### src/station_probe_log_table_unit_assert.svh
// Assertion macros for the station probe log table unit
`ifndef STATION_PROBE_LOG_TABLE_UNIT_ASSERT_SVH
`define STATION_PROBE_LOG_TABLE_UNIT_ASSERT_SVH

// Implication checked on every clock edge outside reset.
`define SPLT_ASSERT_IMP(label, clk, rst, ante, cons) \
   label: assert property (@(posedge clk) disable iff (rst) (ante) |-> (cons)) \
      else $error("assertion failed");

// Next-cycle implication checked outside reset.
`define SPLT_ASSERT_NEXT(label, clk, rst, ante, cons) \
   label: assert property (@(posedge clk) disable iff (rst) (ante) |=> (cons)) \
      else $error("assertion failed");

`endif

### src/splt_pkg.sv
// ----------------------------------------------------------------------------
// splt_pkg
// Types, constants and status codes shared by the probe log table modules.
// ----------------------------------------------------------------------------
package splt_pkg;

   localparam int MaxStationsDef   = 64;
   localparam int BssPerStationDef = 8;
   localparam int CountWidthDef    = 16;

   localparam int MacW    = 48;
   localparam int BssW    = 12;
   localparam int WlanW   = 8;
   localparam int OpW     = 2;
   localparam int StatusW = 3;
   localparam int PcW     = 16;
   localparam int StaLogW = 7;
   localparam int BssLogW = 4;
   localparam int CsrW    = 8;

   localparam logic [0:0] CsrBalEnable  = 1'd0;
   localparam logic [0:0] CsrServedWlan = 1'd1;

   typedef enum logic [OpW-1:0] {
      OP_PROBE  = 2'd0,
      OP_REMOVE = 2'd1,
      OP_CLEAR  = 2'd2,
      OP_NONE   = 2'd3
   } op_type;

   typedef enum logic [StatusW-1:0] {
      ST_COUNTED  = 3'd0,
      ST_NEWBSS   = 3'd1,
      ST_NEWSTA   = 3'd2,
      ST_FULL     = 3'd3,
      ST_REMOVED  = 3'd4,
      ST_NOTFOUND = 3'd5,
      ST_CLEARED  = 3'd6,
      ST_IGNORED  = 3'd7
   } status_type;

   typedef enum logic [2:0] {
      S_IDLE,
      S_SCAN,
      S_DECIDE,
      S_APPLY,
      S_RESP
   } state_type;

   // Command broadcast along the cell chain.
   typedef enum logic [2:0] {
      CMD_NOP,
      CMD_PROBE_HIT,
      CMD_NEW_SLOT,
      CMD_NEW_STA,
      CMD_REMOVE,
      CMD_CLEAR
   } cmd_type;

endpackage

### src/splt_cell.sv
// ----------------------------------------------------------------------------
// splt_cell
// One station entry: address, slot table, and a stage of the search chain.
// ----------------------------------------------------------------------------
module splt_cell
   import splt_pkg::*;
#(
   parameter int BssPerStation = BssPerStationDef,
   parameter int CountWidth    = CountWidthDef
) (
   input  logic                  clock,
   input  logic                  reset,
   // search token flowing down the chain
   input  logic                  tok_valid_in_i,
   input  logic [MacW-1:0]       tok_mac_i,
   input  logic                  tok_hit_i,
   input  logic                  tok_free_i,
   output logic                  tok_valid_o,
   output logic [MacW-1:0]       tok_mac_o,
   output logic                  tok_hit_o,
   output logic                  tok_free_o,
   output logic                  hit_here_o,
   output logic                  free_here_o,
   // command for this cell
   input  logic                  sel_i,
   input  cmd_type               cmd_i,
   input  logic [MacW-1:0]       cmd_mac_i,
   input  logic [BssW-1:0]       cmd_bss_i,
   // slot view
   output logic                  valid_o,
   output logic [BssPerStation-1:0] slot_valid_o,
   output logic [BssPerStation-1:0] slot_hit_o,
   output logic [CountWidth-1:0] slot_count_o [BssPerStation]
);

   localparam logic [CountWidth-1:0] CntMax = '1;
   localparam logic [CountWidth-1:0] CntOne = CountWidth'(1);

   logic                     valid_ff;
   logic [MacW-1:0]          mac_ff;
   logic [BssPerStation-1:0] sv_ff;
   logic [BssW-1:0]          bss_ff [BssPerStation];
   logic [CountWidth-1:0]    cnt_ff [BssPerStation];
   logic                     tv_ff, th_ff, tf_ff;
   logic [MacW-1:0]          tm_ff;
   logic                     match;
   logic [BssPerStation-1:0] free_low;

   assign match = valid_ff && (mac_ff == tok_mac_i);

   // Lowest free slot, one-hot.
   assign free_low = ~sv_ff & (sv_ff + BssPerStation'(1));

   always_comb begin
      for (int k = 0; k < BssPerStation; k++) begin
         slot_hit_o[k] = sv_ff[k] && (bss_ff[k] == cmd_bss_i);
      end
   end

   // Pass the token one cell per cycle, accumulate hit and free flags.
   always_ff @(posedge clock) begin
      if (reset) begin
         tv_ff <= 1'b0;
      end else begin
         tv_ff <= tok_valid_in_i;
      end
      tm_ff <= tok_mac_i;
      th_ff <= tok_hit_i | match;
      tf_ff <= tok_free_i | ~valid_ff;
   end

   assign tok_valid_o = tv_ff;
   assign tok_mac_o   = tm_ff;
   assign tok_hit_o   = th_ff;
   assign tok_free_o  = tf_ff;
   assign hit_here_o  = tok_valid_in_i && match && !tok_hit_i;
   assign free_here_o = tok_valid_in_i && !valid_ff && !tok_free_i;

   always_ff @(posedge clock) begin
      if (reset) begin
         valid_ff <= 1'b0;
         sv_ff    <= '0;
      end else if (cmd_i == CMD_CLEAR) begin
         valid_ff <= 1'b0;
         sv_ff    <= '0;
      end else if (sel_i) begin
         case (cmd_i)
            CMD_REMOVE: begin
               valid_ff <= 1'b0;
               sv_ff    <= '0;
            end
            CMD_NEW_STA: begin
               valid_ff <= 1'b1;
               sv_ff    <= BssPerStation'(1);
            end
            CMD_NEW_SLOT: sv_ff <= sv_ff | free_low;
            default: ;
         endcase
      end
   end

   always_ff @(posedge clock) begin
      if (sel_i && cmd_i == CMD_NEW_STA) begin
         mac_ff    <= cmd_mac_i;
         bss_ff[0] <= cmd_bss_i;
         cnt_ff[0] <= CntOne;
      end
      for (int k = 0; k < BssPerStation; k++) begin
         if (sel_i && cmd_i == CMD_NEW_SLOT && free_low[k]) begin
            bss_ff[k] <= cmd_bss_i;
            cnt_ff[k] <= CntOne;
         end else if (sel_i && cmd_i == CMD_PROBE_HIT && slot_hit_o[k]
                      && cnt_ff[k] != CntMax) begin
            cnt_ff[k] <= cnt_ff[k] + CntOne;
         end
      end
   end

   assign valid_o      = valid_ff;
   assign slot_valid_o = sv_ff;
   assign slot_count_o = cnt_ff;

endmodule

### config.mk
export PLATFORM = sky130hd
export DESIGN_NAME = splt_cell
export DESIGN_NICKNAME = d
export VERILOG_FILES = /design/src/station_probe_log_table_unit_assert.svh /design/src/splt_pkg.sv /design/src/splt_cell.sv
export SDC_FILE = /design/constraint.sdc
export NUM_CORES = 1
export LEC_CHECK = 0
export BUFFER_PORTS_ARGS = -buffer_cell sky130_fd_sc_hd__buf_2
export CORE_ASPECT_RATIO = 0.9
export CORE_MARGIN = 4
export CORE_UTILIZATION = 45
export DETAILED_ROUTE_END_ITERATION = 7
export GPL_TIMING_DRIVEN = 0
export HOLD_SLACK_MARGIN = 0.1
export PLACE_DENSITY = 0.8
export SLEW_MARGIN = 20
export SYNTH_ARGS = -nofsm -noshare
export SYNTH_HDL_FRONTEND = slang
export SYNTH_SLANG_ARGS = --single-unit
### constraint.sdc
create_clock -name clock -period 2.7 [get_ports clock]
set_input_delay 0 -clock clock [delete_from_list [all_inputs] [get_ports clock]]
set_output_delay 0 -clock clock [all_outputs]
set_load 0.03 [all_outputs]
### Yosys cells after proc, flatten, opt, wreduce, memory -nomap -nowiden

Memories as Yosys holds them, arrays and structs flattened.
Index checks and enable logic that the tools add are counted.

* RAM bits: 96
* output and inout port bits: 198
* memories: 1
* word-level logic and storage cells: 154
* bits in read-only memories: 0
* flip-flop bits (word level): 236
* latch bits: 0

Memory list
* bss_ff: words 8, bits a word 12, rd ports 8, clocked after memory_dff 0, write ports 1, RTL line splt_cell.sv:42 `logic [BssW-1:0] bss_ff [BssPerStation];`

* multipliers: 0
* bitwise gates (word level): 7
* magnitude comparators: 0
* equal/unequal tests: 22
* divide/modulo/power cells: 0
* shift-type cells: 0
* reductions and logical operators: 56
* muxes and demuxes: 44
* $add $sub $neg: 9

Operator list (count)
* $add 16x1->16 const B: 8
* $ne 16x16->1 const B: 8
* $eq 12x12->1: 8
* $mux 12: 8
* $reduce_or 12->1: 7
* $eq 48x48->1: 1
* $logic_and 1x1->1: 40
* $mux 16: 2
* $mux 1: 25
* $pmux 8 s3: 1
* $mux 3: 7
* $add 8x1->8 const B: 1
* $and 8x8->8: 1
* $not 8->8: 1
* $or 8x8->8: 1
* $eq 3x2->1 const B: 2
* $eq 3x3->1 const B: 2
* $reduce_and 2->1: 2
* $reduce_bool 2->1: 2
* $eq 3x1->1 const B: 1
* $logic_not 1->1: 3
* $or 1x1->1: 3
* $reduce_bool 3->1: 1
* $pmux 1 s2: 1
* 2 further kinds: 2

### Logic depth before layout (Yosys ltp)

* depth in word-level cells: 13
* mapped depth: 8

### Worst setup path after synthesis

Ideal clock, no wire load.

* path kind: input to register
* from: input sel_i
* to: register mac_ff[0] (enable)
* data required time: 2.245 ns
* stages: 3
* slack: -0.127 ns
* arrival time: 2.372 ns
* path buffers: 0
* cells stage by stage: nor2b_1 > nand2_1 > nor2_1

* cells in the longest elaborated chain, start to end: 1

Ends and longest elaborated chain
* from (decl): RTL line splt_cell.sv:25 `input logic sel_i,`
* $logic_and 1x1->1: RTL line splt_cell.sv:103 `if (sel_i && cmd_i == CMD_NEW_STA) begin`
* to (signal assigned): RTL line splt_cell.sv:104 `mac_ff <= cmd_mac_i;`
* to (decl): RTL line splt_cell.sv:40 `logic [MacW-1:0] mac_ff;`

Every way passes these cells.
A chain may end at the register's enable or synchronous reset.

### Final worst setup path

* from: register mac_ff[3]
* to: output hit_here_o

* cells in the longest elaborated chain, start to end: 4

Ends and longest elaborated chain
* $eq 48x48->1: RTL line splt_cell.sv:49 `assign match = valid_ff && (mac_ff == tok_mac_i);`
* $logic_and 1x1->1: RTL line splt_cell.sv:49
* $logic_and 1x1->1 (2 in a row): RTL line splt_cell.sv:76 `assign hit_here_o = tok_valid_in_i && match && !tok_hit_i;`
* to (decl): RTL line splt_cell.sv:22 `output logic hit_here_o,`

Every way passes these cells.

==> reports/qor.csv <==
stage,metric,value,unit
run_status,outcome,finished clean,
power_and_ir_drop,leakage power,7.63,nW
min_path,Hold Path Class,in -> reg,
die,I/O pin total,315,
global_route,GRT overflow,0,
layout,fin nets,1816,
job,MaxCap Viol Count,0,
synthesis,XOR/XNOR share of the synthesized area,13.2,%
layout,FF/Latch Area,8090,sq um
die,initial core utilization,46.2,%
die,Die Wd,194,microns
global_route,first-pass GRT wire length,64.3,mm
synthesis,dominant synthesized flop cell,dfxtp_1,
synthesis,post-synthesis adder-cell area fraction,0.716,%
timing,final setup vio count,0,
synthesis,"EDFF count, synth",144,
routing,routed via count,11500,
synthesis,Synth warnings,0,
place,RePlAce Congestion,0.868,
synthesis,Synth Area per Inst,11.5,sq um
clock_tree,clk slew on worst S/H paths,0.06,ns
timing,period utilization,98.8,%
clock_tree,TritonCTS Buffers,35,
clock_tree,CTS Buffer Depth,3,
timing,RSZ-0062 raised after global routing,true,
routing,"wirelength, routed",41.3,mm
layout,Final Util,61.0,%
global_route,largest net degree at the start of global routing,30,
layout,fill count,2352,
synthesis,register bit total from synthesis,332,
routing,# DRC,0,
global_route,vias in the first global route,11600,
power_and_ir_drop,Flop pwr share,49.5,%
timing,max_slew headroom,31.9,%
timing,Max Clock Freq,0.375,GHz
power_and_ir_drop,Int Pwr,8.35,mW
die,Die ar.,33900,sq um
clock_tree,clk sink count,332,
timing,worst hold-check slack,0.145,ns
worst_setup_path,Crit Path Max Fanout,2,
worst_setup_path,CP startpoint kind,register,
routing,Initial DRC Count,636,
power_and_ir_drop,"Power, Total",10.8,mW
synthesis,synth unique cells,60,
place,Post-DP HPWL,26.7,mm
power_and_ir_drop,switching power,2.46,mW
routing,routed length per placed instance,19.4,microns
power_and_ir_drop,clock share of power,43.7,%
synthesis,simple-gate area share of the yosys netlist,20.4,%
die,num rows,60,
synthesis,synthesized area,14000,sq um
power_and_ir_drop,Peak VDD IR,0.550,mV
synthesis,Post-Syn Instances,1219,
synthesis,Synth Area in Compound Gates,4.99,%
timing,Setup TNS,0,ns
layout,ratio of cells with drive above 1 in the final layout,25.5,%
clock_tree,Skew-Pair Late Insertion Delay,0.52,ns
die,die height,175,microns
place,pre-CTS setup slack,-0.350,ns
die,area of the core,30300,sq um
clock_tree,# H-tree levels,2,
layout,area of the multi-input gates,5620,sq um
timing,fin worst setup slack,0.0314,ns
synthesis,ys async rst share,0,%
synthesis,mux contribution to synthesized area,0.645,%
power_and_ir_drop,switch share,22.8,%
power_and_ir_drop,Power Dens Cells,585,nW/um^2
routing,DRT Pass-1 Iters,8,
timing,slew of the pin with the lowest slew margin,1.01,ns
layout,Layout area overhead,32.2,%
power_and_ir_drop,logic gate share of total power,6.8,%
timing,Final Hold Fails,0,
worst_setup_path,Crit path arrival time,2.67,ns
synthesis,register area share after synthesis,57.9,%
synthesis,largest family of logic cells by synthesized area,simple AND/OR/NAND/NOR gates,
global_route,initial antenna violation count,4,
timing,Final Critical Period,2.67,ns
worst_setup_path,WS Path Type,reg -> out,
clock_tree,clk root buf,clkbuf_16,
routing,Final ANT Viol Nets,0,
worst_setup_path,CP Data Required Time,2.70,ns
clock_tree,TritonCTS clock tree,built,
synthesis,Synth Net Count,1344,
timing,Clock Skews,0.0256,ns
routing,Via density,5.43,
global_route,Overall Global Routing Usage,23.5,%
timing,max-slew violations,0,
worst_setup_path,crit end category,output port,
place,PortBufs,314,
==> final timing paths <==
check | from | endpoint | slack, ns | cells past startpoint
worst max register to register | slot_valid_o[1] | bss_ff[1][10] | 0.15 | 6
worst max-delay path | mac_ff[3] | hit_here_o | 0.03 | 6
worst min register to register | slot_count_o[31] | slot_count_o[31] | 0.49 | 2
worst min-delay path | cmd_i[1] | bss_ff[0][8] | 0.14 | 3
==> flip-flops by register name, summed over array words and instances (netlist names) <==
name          cells
valid_o           1
tok_valid_o       1
bss_ff           96
slot_count_o    128
mac_ff           48
tok_free_o        1
tok_mac_o        48
tok_hit_o         1
slot_valid_o      8
==> critical path, cell delays in order (launching register included) <==
cell and delay (ns):
edfxtp_1 0.42, xor2_1 0.17, nor4_1 0.31, nand4_1 0.24, or4_4 0.59, nor3b_1 0.21, buf_4 0.20
==> cells in the final DEF (no fill, tap or decap), types with 12 or more instances in the layout <==
cell / n
nand4_1: 51
dlygate4sd3_1: 118
xnor2_1: 91
nor2_1: 87
nor4_1: 15
o21ai_0: 30
or3_1: 31
nand2_1: 73
buf_2: 319
a21oi_1: 44
xor2_1: 112
nand3_1: 83
and2_1: 12
edfxtp_1: 144
inv_1: 18
buf_6: 13
and3_1: 35
clkbuf_16: 37
dfxtp_1: 188
clkbuf_1: 18
==> per-stage QoR <==
stage	cells	cell area, sq um
after floorplan	1219	14000
after global placement	1936	16100
after detailed placement	1938	16100
after CTS	2120	18400
after global routing	2125	18500
final	2125	18500
==> routing by layer <==
layer | vias up | GRT usage, % | part of all wire [%]
met1 | 5575 | 29.1 | 40
li1 | 5372 | - | -
met3 | 116 | 4.30 | 6.6
met5 | - | 0 | 0
met2 | 474 | 40.8 | 50
met4 | 0 | 9.35 | 3.9
==> Yosys cell counts (all sizes together) (6+ instances only) <==
cell | count | area (sq um)
a21o | 7 | 52.6
dfxtp | 188 | 3760
xor2 | 112 | 981
ha | 8 | 100
buf | 24 | 196
or4 | 12 | 90.1
or2 | 6 | 37.5
mux2i | 9 | 90.1
a21oi | 45 | 225
edfxtp | 144 | 4320
nand4 | 55 | 369
inv | 18 | 67.6
nor3b | 8 | 60.1
nand3b | 6 | 45.0
nor4 | 29 | 309
nor2 | 89 | 337
xnor2 | 95 | 862
or3 | 31 | 194
and3 | 35 | 219
nand2b | 7 | 43.8
and2 | 12 | 75.1
nand2 | 75 | 287
clkbuf | 13 | 48.8
nand3 | 89 | 483
o21ai | 31 | 155
and4 | 11 | 96.3
nor3 | 10 | 50.1
nor2b | 8 | 50.1
o211ai | 11 | 82.6
==> cell type report <==
type,count,area share (%)
Sequential cell,332,43.8
Multi-Input combinational cell,832,30.4
Timing Repair Buffer,435,15.1
Clock buffer,52,5.70
Tap cell,403,2.73
Buffer,37,1.42
Clock inverter,12,0.406
Inverter,18,0.366
Antenna cell,4,0.0542
==> power by group through the flow <==
stage | registers, mW | clock network (mW) | logic (mW)
2_1_floorplan | 5.55 | 0 | 0.212
3_3_place_gp | 5.45 | 0 | 0.545
3_5_place_dp | 5.46 | 0 | 0.563
4_1_cts | 5.35 | 4.79 | 0.708
5_1_grt | 5.35 | 5.05 | 0.770
6_report | 5.35 | 4.73 | 0.735
==> logic make-up after synthesis <==
kind of cell | Yosys count
adder cells (fa/ha/maj) | 8
buffers and inverters | 55
multiplexers | 9
AND/OR/NAND/NOR | 493
AO/OA/AOI/OAI | 115
XOR/XNOR | 207
flip-flops | 332
==> what timing repair did <==
| action | in CTS | in global routing |
|---|---|---|
| hold buffers | 118 | 0 |
| pin swaps | 0 | 3 |
| setup buffers | 0 | 1 |
| resized for setup | 4 | 15 |
| setup endpoints to repair | 54 | 87 |
| endpoints found under the hold margin | 206 | 0 |
Power figures use the tool's default switching activity.
